`config.mk`:
```
export PLATFORM = sky130hd
export DESIGN_NAME = matrix_keypad_debounce_scanner
export DESIGN_NICKNAME = d
export VERILOG_FILES = /design/src/hdl/kpd_pkg.sv /design/src/hdl/kpd_decode.sv /design/src/hdl/kpd_debounce.sv /design/src/hdl/matrix_keypad_debounce_scanner.sv
export VERILOG_INCLUDE_DIRS = /design/src /design/src/hdl
export SDC_FILE = /design/constraint.sdc
export NUM_CORES = 1
export LEC_CHECK = 0
export BUFFER_PORTS_ARGS = -buffer_cell sky130_fd_sc_hd__clkbuf_2
export CAP_MARGIN = 30
export CORE_MARGIN = 5
export CORE_UTILIZATION = 40
export DETAILED_ROUTE_END_ITERATION = 8
export PLACE_DENSITY = 0.66
export SYNTH_ARGS = -nofsm -noshare
export SYNTH_HDL_FRONTEND = slang
export SYNTH_SLANG_ARGS = --single-unit
```
`constraint.sdc`:
```
create_clock -name i_clk -period 6.55 [get_ports i_clk]
set_input_delay 0.655 -clock i_clk [delete_from_list [all_inputs] [get_ports i_clk]]
set_output_delay 0.655 -clock i_clk [all_outputs]
set_load 0.01 [all_outputs]
```
`src/hdl/matrix_keypad_debounce_scanner_macros.svh`:
```
// Assertion macros shared by the keypad scanner modules.
`ifndef MATRIX_KEYPAD_DEBOUNCE_SCANNER_MACROS_SVH
`define MATRIX_KEYPAD_DEBOUNCE_SCANNER_MACROS_SVH

// Same-cycle implication, checked outside reset.
`define KPD_ASSERT_IMP(name, clk, rst_n, ante, cons, msg) \
    name: assert property (@(posedge clk) disable iff (!(rst_n)) (ante) |-> (cons)) \
        else $error(msg);

// Next-cycle implication, checked outside reset.
`define KPD_ASSERT_NXT(name, clk, rst_n, ante, cons, msg) \
    name: assert property (@(posedge clk) disable iff (!(rst_n)) (ante) |=> (cons)) \
        else $error(msg);

`endif

```
`src/hdl/kpd_pkg.sv`:
```
// Shared types, constants and the key code table of the keypad scanner.
package kpd_pkg;

    localparam int ROWS    = 2;
    localparam int COLUMNS = 4;

    localparam int CODE_W  = 8;
    localparam int COUNT_W = 7;
    localparam int CHECK_W = 4;
    localparam int SCAN_W  = 8;
    localparam int ROW_PITCH = 4;

    localparam logic [COUNT_W-1:0] LIMIT_RESET = 7'd20;
    localparam logic [COUNT_W-1:0] LIMIT_MAX   = 7'd100;
    localparam logic [COUNT_W-1:0] PARK_OFFSET = 7'd10;

    typedef logic [CODE_W-1:0] t_code;

    typedef enum logic {
        REQ_SCAN = 1'b0,
        REQ_READ = 1'b1
    } t_req;

    // Row-major character codes: L D S R / E 2 U 1.
    localparam t_code CODE_TABLE [2][4] = '{
        '{8'h4C, 8'h44, 8'h53, 8'h52},
        '{8'h45, 8'h32, 8'h55, 8'h31}
    };

    typedef struct packed {
        logic  pressed;
        t_code code;
    } t_scan;

    typedef struct packed {
        logic adv;
        t_req req;
    } t_step_ctl;

endpackage

```
`src/hdl/kpd_decode.sv`:
```
// Combinational decode of the column samples into a press flag and key code.
module kpd_decode (
    input  logic [kpd_pkg::CHECK_W-1:0] i_check_columns,
    input  logic [kpd_pkg::SCAN_W-1:0]  i_scan_columns,
    output kpd_pkg::t_scan              o_scan
);

    kpd_pkg::t_code code;

    always_comb begin
        code = '0;
        // The last low position in row-major order wins.
        for (int r = 0; r < kpd_pkg::ROWS; r++) begin
            for (int c = 0; c < kpd_pkg::COLUMNS; c++) begin
                if (!i_scan_columns[kpd_pkg::ROW_PITCH*r + c]) begin
                    code = kpd_pkg::CODE_TABLE[r][c];
                end
            end
        end
    end

    assign o_scan.pressed = ~&i_check_columns[kpd_pkg::COLUMNS-1:0];
    assign o_scan.code    = code;

endmodule

```
`src/hdl/kpd_debounce.sv`:
```
// Debounce counter, previous code, latched key and the limit register.
`include "matrix_keypad_debounce_scanner_macros.svh"

module kpd_debounce (
    input  logic                        i_clk,
    input  logic                        i_rst_n,
    input  logic                        i_cfg_wr_en,
    input  logic [kpd_pkg::COUNT_W-1:0] i_cfg_wr_data,
    input  kpd_pkg::t_step_ctl          i_ctl,
    input  kpd_pkg::t_scan              i_scan,
    output kpd_pkg::t_code              o_latched_key
);

    logic [kpd_pkg::COUNT_W-1:0] r_limit;
    logic [kpd_pkg::COUNT_W-1:0] r_count, n_count;
    kpd_pkg::t_code              r_prev, n_prev;
    kpd_pkg::t_code              r_latched, n_latched;
    logic [kpd_pkg::COUNT_W-1:0] lim;

    assign lim = (r_limit > kpd_pkg::LIMIT_MAX) ? kpd_pkg::LIMIT_MAX : r_limit;

    always_comb begin
        n_count   = r_count;
        n_prev    = r_prev;
        n_latched = r_latched;
        if (i_ctl.adv) begin
            if (i_ctl.req == kpd_pkg::REQ_READ) begin
                n_latched = '0;
            end else if (!i_scan.pressed) begin
                n_count = '0;
            end else if (i_scan.code != r_prev) begin
                n_prev  = i_scan.code;
                n_count = '0;
            end else if (r_count == lim) begin
                // Park past the limit so the same code latches only once.
                n_count   = kpd_pkg::COUNT_W'(lim + kpd_pkg::PARK_OFFSET);
                n_latched = i_scan.code;
            end else if (r_count < lim) begin
                n_count = kpd_pkg::COUNT_W'(r_count + 1'b1);
            end
        end
    end

    always_ff @(posedge i_clk) begin
        if (!i_rst_n) begin
            r_limit   <= kpd_pkg::LIMIT_RESET;
            r_count   <= '0;
            r_prev    <= '0;
            r_latched <= '0;
        end else begin
            if (i_cfg_wr_en) begin
                r_limit <= i_cfg_wr_data;
            end
            r_count   <= n_count;
            r_prev    <= n_prev;
            r_latched <= n_latched;
        end
    end

    assign o_latched_key = r_latched;

    `KPD_ASSERT_NXT(a_read_clears, i_clk, i_rst_n, i_ctl.adv && i_ctl.req == kpd_pkg::REQ_READ, r_latched == '0, "read did not clear the latched key")
    `KPD_ASSERT_NXT(a_release_clears, i_clk, i_rst_n, i_ctl.adv && i_ctl.req == kpd_pkg::REQ_SCAN && !i_scan.pressed, r_count == '0, "release did not clear the counter")
    `KPD_ASSERT_NXT(a_idle_holds, i_clk, i_rst_n, !i_ctl.adv, $stable(r_latched) && $stable(r_count) && $stable(r_prev), "state changed without a request")
    `KPD_ASSERT_IMP(a_count_bound, i_clk, i_rst_n, 1'b1, r_count <= kpd_pkg::LIMIT_MAX + kpd_pkg::PARK_OFFSET, "counter beyond the parked value")

endmodule

```
`src/hdl/matrix_keypad_debounce_scanner.sv`:
```
// Top level of the debounced 2x4 keypad scanner: input and result registers.
//
//  channel   dir  width  contents
//  s_axis    in   12+1   tdata: check_columns, scan_columns; tuser: req_type
//  m_axis    out  8      tdata: key_code (one per read request)
//  cfg       in   7      debounce_limit, written when i_cfg_wr_en is high
//
// A request is registered on acceptance; a read result passes the input and then
// the result register, and one request enters per cycle unless a read is held.
// Scan requests produce no result and never wait on the output. A read waits in
// the input register only while the result register is full and stalled. Reset
// is synchronous and clears all control state and the counter.
`include "matrix_keypad_debounce_scanner_macros.svh"

module matrix_keypad_debounce_scanner (
    input  logic        i_clk,
    input  logic        i_rst_n,
    input  logic        i_cfg_wr_en,
    input  logic [6:0]  i_cfg_wr_data,
    input  logic        s_axis_tvalid,
    output logic        s_axis_tready,
    input  logic [15:0] s_axis_tdata,   // [3:0] check_columns, [11:4] scan_columns, rest zero
    input  logic [0:0]  s_axis_tuser,   // [0] req_type
    output logic        m_axis_tvalid,
    input  logic        m_axis_tready,
    output logic [7:0]  m_axis_tdata    // [7:0] key_code
);

    logic                        r_in_valid;
    kpd_pkg::t_req               r_in_req;
    logic [kpd_pkg::CHECK_W-1:0] r_in_check;
    logic [kpd_pkg::SCAN_W-1:0]  r_in_scan;
    logic                        r_out_valid;
    kpd_pkg::t_code              r_out_code;

    logic               out_free;
    logic               adv;
    kpd_pkg::t_step_ctl ctl;
    kpd_pkg::t_scan     scan;
    kpd_pkg::t_code     latched_key;

    assign out_free = !r_out_valid || m_axis_tready;
    assign adv      = r_in_valid && ((r_in_req == kpd_pkg::REQ_SCAN) || out_free);
    assign s_axis_tready = !r_in_valid || adv;

    assign ctl.adv = adv;
    assign ctl.req = r_in_req;

    always_ff @(posedge i_clk) begin
        if (!i_rst_n) begin
            r_in_valid  <= 1'b0;
            r_out_valid <= 1'b0;
        end else begin
            if (s_axis_tready) begin
                r_in_valid <= s_axis_tvalid;
            end
            if (adv && r_in_req == kpd_pkg::REQ_READ) begin
                r_out_valid <= 1'b1;
            end else if (m_axis_tready) begin
                r_out_valid <= 1'b0;
            end
        end
    end

    always_ff @(posedge i_clk) begin
        if (s_axis_tready && s_axis_tvalid) begin
            r_in_req   <= kpd_pkg::t_req'(s_axis_tuser[0]);
            r_in_check <= s_axis_tdata[3:0];
            r_in_scan  <= s_axis_tdata[11:4];
        end
        if (adv && r_in_req == kpd_pkg::REQ_READ) begin
            r_out_code <= latched_key;
        end
    end

    kpd_decode u_decode (
        .i_check_columns (r_in_check),
        .i_scan_columns  (r_in_scan),
        .o_scan          (scan)
    );

    kpd_debounce u_debounce (
        .i_clk         (i_clk),
        .i_rst_n       (i_rst_n),
        .i_cfg_wr_en   (i_cfg_wr_en),
        .i_cfg_wr_data (i_cfg_wr_data),
        .i_ctl         (ctl),
        .i_scan        (scan),
        .o_latched_key (latched_key)
    );

    assign m_axis_tvalid = r_out_valid;
    assign m_axis_tdata  = r_out_code;

    `KPD_ASSERT_NXT(a_held_request, i_clk, i_rst_n, r_in_valid && !adv, r_in_valid && $stable(r_in_req), "held request lost from the input register")
    `KPD_ASSERT_IMP(a_read_needs_room, i_clk, i_rst_n, adv && r_in_req == kpd_pkg::REQ_READ, out_free, "read result would overwrite a pending result")
    `KPD_ASSERT_IMP(a_scan_never_waits, i_clk, i_rst_n, r_in_valid && r_in_req == kpd_pkg::REQ_SCAN, adv, "scan request stalled")

endmodule
```
==> flow_summary.toml, run 1 <==
[finish]
final_cell_mix = "nand2_1 (33), clkbuf_2 (33), dfxtp_1 (30)"
drive_gt1_frac = 0.219
n_antenna_cell = 0
syn_to_final_growth_pct = 11.7
fin_cells = 351
finalNetCount = 311

[drt]
finalWirelength_um = 4640
first_pass_iters = 4
drc = 0
num_vias = 1811
vias_per_cell = 5.16
drtIter0Drc = 84
ant_nets = 0
post_drt_wl_per_cell_um = 13.2

[sta]
drv_slew = 0
finalSetupViolCount = 0
relSlewSlack = 0.525
worst_pin_slew_ns = 0.713
maxClockFrequency_ghz = 0.339
post-route-period-util = 0.450
finalHoldViolations = 0
fin_tns_setup_ns = 0
fin_skew_ns = 0.0100
fin_crit_ns = 2.95
hold_slack_ns = 0.434
rsz0062_at_grt = "no"

[synth]
ys_seq_area_frac = 0.462
async_reset_ff_frac = 0
ys_ff_latch = 50
synth_nets = 280
synth_cell_types = 52
syn_area_per_cell_um2 = 10.7
yosysTopAreaCellShare = 0.231
synth_area_mm2 = 0.00260
synth_edf_count = 20
yosys_warnings = 0
yosys-top-cells-area = "dfxtp_1 (23%), edfxtp_1 (23%), mux2i_1 (6.2%)"
yosysTopAreaCell = "dfxtp_1"
synth_top_flop_cell = "dfxtp_1"
syn_inst = 242

[clocking]
clock_latency_ns = 0.31
clk_pin_slew_ns = 0.10
ctsHtreeMaxLevel = 2
post_cts_buffers = 0
clk_path_buf_depth = 2
clock-sinks = 50
root_buffer = "clkbuf_8"
cts_inserted_buffers = 5
cts_tree = "done"
cts-resized-gates = 0
ctsHoldBuffers = 0

[critical_path]
r2r_slack_ns = 3.60
path_class = "flop to flop"
cp.arrival_ns = 3.13
cp_max_fo = 19
reg2reg_from = "u_debounce.r_limit[3]"
cp.required_ns = 6.73
rr_worst_depth = 10
cp-end-kind = "flop"
start_kind = "flop"
crit_start = "u_debounce.r_limit[3]"
r2r-end = "u_debounce.r_count[0]"

[grt]
antenna_found_initial = 0
grt_overflow_total = 0
track_usage = 0.114
grt_pass1_vias = 1670
grt_pass1_wl_um = 7770
grt_start_max_net_pins = 27

[hold_path]
holdPathEnd = "m_axis_tdata[6]"
min-delay-start = "u_debounce.o_latched_key[6]"
hold_path_class = "flop to flop"
min_path_cells = 0

[die]
die_h_um = 90.6
core-area_mm2 = 0.00635
start_util = 0.409
die-width_um = 90.6
design.die.area_mm2 = 0.00821
core.rowCount = 29
ios = 39

[placement]
gp_congestion = 0.844
dp.cells = 343
portBuffers = 33
hpwl_um = 3550

[pwr]
vdd_ir_drop_max_mv = 0.177
p_leak_nw = 1.16
pwr_density_cell_mw_per_mm2 = 205

[run_status]
outcome = "completed"

[run]
drv_cap = 0
[logic make-up after synthesis]
kind of cell	count (synthesis)	share of synthesized area
DFF	50	0.462
xor gates and xnor gates	12	0.0477
AOI/OAI and AO/OA	46	0.163
adders and majority gates	9	0.0434
buffers and inverters	19	0.0390
other	1	0.00144
and+or+nand+nor	89	0.181
muxes	16	0.0617
[synth_stat cells (2+ instances only)]
master and n:
o21ai_0 9, buf_6 2, nand2_1 33, nor2b_1 10, nor2_1 11, nand3_1 15
dfxtp_1 30, clkbuf_1 4, o2bb2ai_2 5, inv_1 8, a21oi_1 8, buf_2 2
o211a_1 2, ha_1 9, nand4_1 3, xor2_1 3, a31oi_1 2, buf_4 2
and3_1 2, mux2i_1 16, a21boi_0 2, xnor2_1 8, edfxtp_1 20, a32o_1 8
[power breakdown]
| group | switching (mW) | leakage [nW] | internal [mW] | total (mW) |
|---|---|---|---|---|
| Combinational | 0.0336 | 0.669 | 0.0272 | 0.0607 |
| Clock | 0.104 | 0.0478 | 0.0870 | 0.191 |
| Sequential | 0.00954 | 0.441 | 0.334 | 0.343 |
[registers in the layout, indices dropped and copies added, names as in the netlist]
signal / flops
m_axis_tdata: 7
m_axis_tvalid: 1
r_in_check: 4
r_in_req: 1
r_in_scan: 8
r_in_valid: 1
u_debounce.o_latched_key: 7
u_debounce.r_count: 7
u_debounce.r_limit: 7
u_debounce.r_prev: 7
[worst max-delay path: stages, from the launching register on]
cell      delay (ns)
dfxtp_1         0.36
o311ai_0        0.40
nand2_1         0.13
ha_1            0.31
nand4_1         0.10
nor2_1          0.21
buf_4           0.27
nor2_1          0.08
o22ai_1         0.56
mux2i_1         0.35
a22oi_4         0.06
[layout make-up]
type                       instances  area (µm²)
sequential                        50        1200
inverter                           8        30.0
tap                               77        96.3
timing repair buffer              35         180
fill                             595        3450
clock inverter                     2        16.3
multi-input combinational        173        1290
clock buffer                       6        82.6
[metal layers]
metal  part of all wire  track usage  wire length, µm
met1               0.51        0.165             2390
met2               0.43        0.164             1990
met3              0.044       0.0275              206
met4              0.012       0.0385               57
met5                  0            0                0
[through the flow]
stage          cell area (µm²)  power, mW  setup WS [ns]  utilization
3_3_place_gp              2800      0.410           3.67        0.441
6_report                  2900      0.595           3.60        0.457
2_1_floorplan             2600      0.394           4.13            -
4_1_cts                   2900      0.603           3.60        0.457
3_5_place_dp              2800      0.411           3.67        0.441
5_1_grt                   2900      0.622           3.30        0.457
[how the worst max path moves through the flow]
stage | end | slack, ns | depth (start not counted)
6_report | u_debounce.r_count[0] | 3.60 | 10
5_1_grt | u_debounce.r_count[0] | 3.30 | 10
4_1_cts | u_debounce.r_count[0] | 3.60 | 10
3_5_place_dp | u_debounce.r_count[0] | 3.67 | 10
3_3_place_gp | u_debounce.r_count[0] | 3.67 | 10
2_1_floorplan | u_debounce.o_latched_key[6] | 4.13 | 10
(Power assumes the default switching activity.)
==> inputs of run 2 (changes only) <==
- ABC_AREA: default -> 1
- PLACE_DENSITY: 0.66 -> 0.68
- clock period: 6.55 -> 2.35 ns (I/O delays scaled with it)
==> flow_summary.toml, run 2 <==
[sta]
drv_slew = 0
fin_skew_ns = 0.00837
relSlewSlack = 0.656
finalSetupViolCount = 0
fin_crit_ns = 2.14
hold_slack_ns = 0.0943
post-route-period-util = 0.911
finalHoldViolations = 0
worst_pin_slew_ns = 0.515
setup_ws_ns = 0.210
maxClockFrequency_ghz = 0.467
fin_tns_setup_ns = 0

[pwr]
swShare = 0.277
pwr_density_cell_mw_per_mm2 = 570
clkPwrFrac = 0.320
power_frac_comb = 0.153
p_leak_nw = 1.53
p_int_mw = 1.33
pwr-share-seq = 0.527
netSwitchingPower_mw = 0.510
vdd_ir_drop_max_mv = 0.396

[critical_path]
rr_worst_depth = 14
cp.arrival_ns = 2.35
reg2reg_from = "u_debounce.r_limit[2]"
cp_cell_sequence = "inv_2 > nor3_2 > nand2_1 > nand2_4 > nand2_2 > ha_4 > nand2_2 > nor2_2 > nand2_1 > a21oi_2 > nand4_4 > buf_6 > a21oi_1 > nor2_1"
cp.required_ns = 2.56
r2r-end = "u_debounce.r_count[2]"
cp-end-kind = "flop"
r2r_slack_ns = 0.21
path_delay_family = "simple AND/OR/NAND/NOR gates"
slowest_stage = "dfxtp_2"
path_class = "flop to flop"
start_kind = "flop"
slowest_delay_ns = 0.34
cp_max_fo = 5
crit_buf_inv = 2

[grt]
grt_pass1_vias = 2278
grt_overflow_total = 0
grt_pass1_wl_um = 9920
antenna_found_initial = 0
track_usage = 0.141
grt_start_max_net_pins = 22

[synth]
synth-xor-area-share = 0.00958
synth_top_flop_cell = "dfxtp_1"
synth_fa_ha_area_frac = 0.0411
yosys_warnings = 0
yosys-top-cells-area = "dfxtp_1 (22%), edfxtp_1 (22%), nand2_1 (13%)"
synth_most_common_cell = "nand2_1"
synth_nets = 409
ys_seq_area_frac = 0.438
synth_cell_types = 26
synth_edf_count = 20
yosysTopAreaCell = "dfxtp_1"
async_reset_ff_frac = 0
synth_simple_gate_area_share = 0.332
syn_inst = 371
netlist_top_cells_count = "nand2_1 (94), nor2_1 (48), inv_1 (44), nand3_1 (31), dfxtp_1 (30)"
synth_compound_area_frac = 0.0858
synth_top_family_by_area = "simple AND/OR/NAND/NOR gates"
muxShareOfSynthArea = 0
yosysTopAreaCellShare = 0.219
syn_area_per_cell_um2 = 7.39
ys_ff_latch = 50
synth_area_mm2 = 0.00274

[finish]
finalNetCount = 454
final_common_cell = "nand2_1"
n_antenna_cell = 0
syn_to_final_growth_pct = 17.8
top_register = "r_in_scan"
final_cell_mix = "nand2_1 (86), nor2_1 (46), inv_1 (42)"
largest_reg_flops = 8
final_area_mm2 = 0.00323
drive_gt1_frac = 0.235

[clocking]
cts_inserted_buffers = 5
ctsHtreeMaxLevel = 2
clock-sinks = 50
cts_tree = "done"
clk_path_buf_depth = 2
clock_latency_ns = 0.31
root_buffer = "clkbuf_8"
clk_pin_slew_ns = 0.10

[placement]
dpl_worst_slack_ns = -0.0232
portBuffers = 33
gp_congestion = 0.836
hpwl_um = 4290
placed_area_mm2 = 0.00302

[run_status]
outcome = "completed"

[drt]
num_vias = 2427
post_drt_wl_per_cell_um = 11.4
drc = 0
ant_nets = 0
finalWirelength_um = 5660
vias_per_cell = 4.88
drtIter0Drc = 163
first_pass_iters = 4

[hold_path]
hold_path_class = "input pin to flop"
min_path_cells = 1
min-delay-start = "s_axis_tdata[7]"
holdPathEnd = "r_in_scan[3]"

[die]
core-area_mm2 = 0.00672
core.rowCount = 30
design.die.area_mm2 = 0.00861
start_util = 0.408
die_h_um = 92.8
ios = 39
die-width_um = 92.8

[run]
drv_cap = 0
run 2: stage by stage:
stage / cells / util / power, mW
5_1_grt: 497 / 0.481 / 1.96
3_3_place_gp: 487 / 0.450 / 1.24
3_5_place_dp: 487 / 0.450 / 1.25
6_report: 497 / 0.481 / 1.84
4_1_cts: 497 / 0.469 / 1.85
2_1_floorplan: 371 / - / 1.17
run 2: cell families (layout without fill, tap and decap cells):
group                    after synthesis  in the layout
buffers and inverters                 57            103
flip-flops                            50             50
adder cells (fa/ha/maj)                9              9
XOR/XNOR                               3              3
AND/OR/NAND/NOR                      205            205
AO/OA/AOI/OAI                         46             46
other                                  1              1
run 2: final cells by class:
cell class                 count  area (µm²)
timing repair buffer          46         274
fill                         666        3490
clock inverter                 2        18.8
inverter                      49         185
clock buffer                   6        93.8
multi-input combinational    264        1350
sequential                    50        1210
tap                           80         100
run 2: worst max path at each step:
stage                                startpoint                     to  slack, ns  cells after the start
after floorplan           u_debounce.r_limit[3]  u_debounce.r_count[2]       0.26                     18
after global placement    u_debounce.r_limit[3]  u_debounce.r_count[2]       0.07                     15
after detailed placement  u_debounce.r_limit[3]  u_debounce.r_count[2]      -0.02                     15
after CTS                 u_debounce.r_limit[2]  u_debounce.r_count[2]       0.03                     14
after global routing      u_debounce.r_limit[3]  u_debounce.r_count[5]      -0.03                     16
final                     u_debounce.r_limit[2]  u_debounce.r_count[2]       0.21                     14
run 2: routing by layer:
| layer | vias up | part of all wire | GRT usage |
|---|---|---|---|
| li1 | 1285 | - | - |
| met4 | 0 | 0.017 | 0.0427 |
| met3 | 7 | 0.052 | 0.0325 |
| met5 | - | 0 | 0 |
| met1 | 1080 | 0.48 | 0.186 |
| met2 | 55 | 0.45 | 0.229 |
run 2: power groups by stage:
stage / Clock, mW / Combinational [mW] / Sequential (mW)
after CTS: 0.613 / 0.266 / 0.968
after floorplan: 0 / 0.191 / 0.983
after global placement: 0 / 0.255 / 0.987
after global routing: 0.654 / 0.325 / 0.977
final: 0.590 / 0.282 / 0.970
after detailed placement: 0 / 0.263 / 0.988
run 2: what timing repair did:
item	4_1_cts	5_1_grt
setup endpoints to repair	6	14
buffers inserted	2	0
pin swaps	1	6
gates resized for setup	0	26
gates cloned	0	0
hold buffers	0	0
run 2: worst reg2reg max path, cell delays in order, from the launching register on:
cell     delay (ns)
dfxtp_2        0.34
inv_2          0.06
nor3_2         0.11
nand2_1        0.11
nand2_4        0.10
nand2_2        0.09
ha_4           0.28
nand2_2        0.06
nor2_2         0.13
nand2_1        0.08
a21oi_2        0.18
nand4_4        0.16
buf_6          0.17
a21oi_1        0.12
nor2_1         0.06
==> inputs of run 3 (changes only) <==
- ABC_AREA: 1 -> default
- PLACE_DENSITY: 0.68 -> 0.69
- clock period: 2.35 -> 1.8 ns (I/O delays scaled with it)
==> flow_summary.toml, run 3 (synthesis results as in run 1) <==
[placement]
portBuffers = 33
hpwl_um = 4040
placed_area_mm2 = 0.00314
gp_congestion = 0.834

[critical_path]
rr_worst_depth = 9
crit_end = "u_debounce.o_latched_key[2]"
r2r_slack_ns = -0.66
slowest_delay_ns = 0.43
cp_max_fo = 7
path_delay_family = "simple AND/OR/NAND/NOR gates"
start_kind = "flop"
reg2reg_from = "u_debounce.r_limit[4]"
slowest_stage = "or4_1"
path_class = "flop to flop"
cp-end-kind = "flop"
crit_start = "u_debounce.r_limit[4]"
cp.required_ns = 2.01
cp_cell_sequence = "o311ai_4 > nand2_1 > ha_1 > nand4_1 > nor2_2 > a31oi_1 > or4_1 > o21ba_4 > a32o_1"
crit_buf_inv = 0
cp.depth = 9
r2r-end = "u_debounce.o_latched_key[2]"
cp.arrival_ns = 2.67

[sta]
fin_crit_ns = 2.46
fin_skew_ns = 0.00849
rsz0062_at_grt = "yes"
fin_tns_setup_ns = -9.40
setup_ws_ns = -0.662
finalHoldViolations = 0
drv_slew = 0
finalSetupViolCount = 21
post-route-period-util = 1.37
maxClockFrequency_ghz = 0.406

[clocking]
cts_tree = "done"
ctsHtreeMaxLevel = 2
clk_path_buf_depth = 2
clock-sinks = 50
clock_latency_ns = 0.31
root_buffer = "clkbuf_8"
cts_inserted_buffers = 5
clk_pin_slew_ns = 0.10

[drt]
ant_nets = 0
post_drt_wl_per_cell_um = 13.3
drc = 0
vias_per_cell = 4.98
wl_met2_um = 2400
drtIter0Drc = 118
top_layer_used = "met4"
wl_met3_um = 240
finalWirelength_um = 5350
first_pass_iters = 4
num_vias = 1998
met1Wirelength_um = 2630

[run_status]
violations = "negative setup slack"
outcome = "finished, violations left"

[grt]
grt_pass1_vias = 1920
track_usage = 0.130
grt_pass1_wl_um = 9000
grt_overflow_total = 0
grt_start_max_net_pins = 26
antenna_found_initial = 0

[hold_path]
hold_path_class = "input pin to flop"
min_path_cells = 1

[die]
core-area_mm2 = 0.00635
design.die.area_mm2 = 0.00821
start_util = 0.409
die-width_um = 90.6
die_h_um = 90.6
core.rowCount = 29
ios = 39

[finish]
syn_to_final_growth_pct = 31.1
final_area_mm2 = 0.00340
finalNetCount = 361
top_register = "r_in_scan"
final_common_cell = "buf_4"
n_antenna_cell = 0
largest_reg_flops = 8
drive_gt1_frac = 0.401
final_cell_mix = "buf_4 (47), clkbuf_2 (33), nand2_1 (31)"

[pwr]
p_leak_nw = 1.43
pwr_density_cell_mw_per_mm2 = 684
vdd_ir_drop_max_mv = 0.426

[run]
drv_cap = 0
run 3: changes by cell type in the layout (fill, tap and decap cells not counted), moves of 7 or more:
cell / change
nand2_2: -18
nand3_1: -16
nand2_1: -55
a21oi_1: -23
nor2_1: -38
nand4_1: -8
buf_4: +37
nor2b_1: +10
xnor2_1: +7
inv_1: -34
o21ai_0: -7
mux2i_1: +16
a32o_1: +8
run 3: repair_timing:
item,in CTS,in global routing
hold buffers,0,0
cloned,0,1
pin swaps,5,10
gates resized for setup,9,17
buffers inserted,2,4
setup endpoints to repair,21,21
run 3: how the worst min path moves through the flow:
stage | startpoint | end
6_report | s_axis_tdata[0] | r_in_check[0]
5_1_grt | s_axis_tdata[10] | r_in_scan[6]
4_1_cts | s_axis_tuser | r_in_req
3_5_place_dp | s_axis_tuser | r_in_req
3_3_place_gp | s_axis_tdata[2] | r_in_check[2]
2_1_floorplan | s_axis_tdata[0] | r_in_check[0]
run 3: report_power, final:
group / total (mW) / internal [mW] / switching, mW / leakage [nW]
clock network: 0.765 / 0.366 / 0.399 / 0.0569
registers: 1.25 / 1.22 / 0.0307 / 0.442
logic: 0.316 / 0.162 / 0.154 / 0.934
run 3: worst reg2reg max path, stage by stage (launching register included):
cell	delay [ns]
dfxtp_2	0.36
o311ai_4	0.27
nand2_1	0.11
ha_1	0.30
nand4_1	0.13
nor2_2	0.22
a31oi_1	0.09
or4_1	0.43
o21ba_4	0.26
a32o_1	0.21
run 3: cell type report:
| type | count | area, µm² |
|---|---|---|
| inverter | 8 | 30.0 |
| clock inverter | 2 | 17.5 |
| sequential | 50 | 1210 |
| multi-input combinational | 173 | 1390 |
| tap | 77 | 96.3 |
| clock buffer | 6 | 93.8 |
| fill | 542 | 2950 |
| timing repair buffer | 85 | 568 |
run 3: per-layer routing:
metal,vias up,GRT usage
li1,1042,-
met1,906,0.182
met2,43,0.201
met3,7,0.0217
met4,0,0.0484
met5,-,0
run 3: through the flow:
| step | worst slack, ns | instances | hold slack [ns] | utilization | total power, mW |
|---|---|---|---|---|---|
| 2_1_floorplan | -0.505 | 242 | 0.279 | - | 1.44 |
| 3_3_place_gp | -0.585 | 386 | 0.357 | 0.494 | 1.55 |
| 3_5_place_dp | -0.650 | 386 | 0.359 | 0.494 | 1.56 |
| 4_1_cts | -0.564 | 396 | 0.0428 | 0.522 | 2.32 |
| 5_1_grt | -0.796 | 401 | 0.0353 | 0.536 | 2.43 |
| 6_report | -0.662 | 401 | 0.0471 | 0.536 | 2.33 |
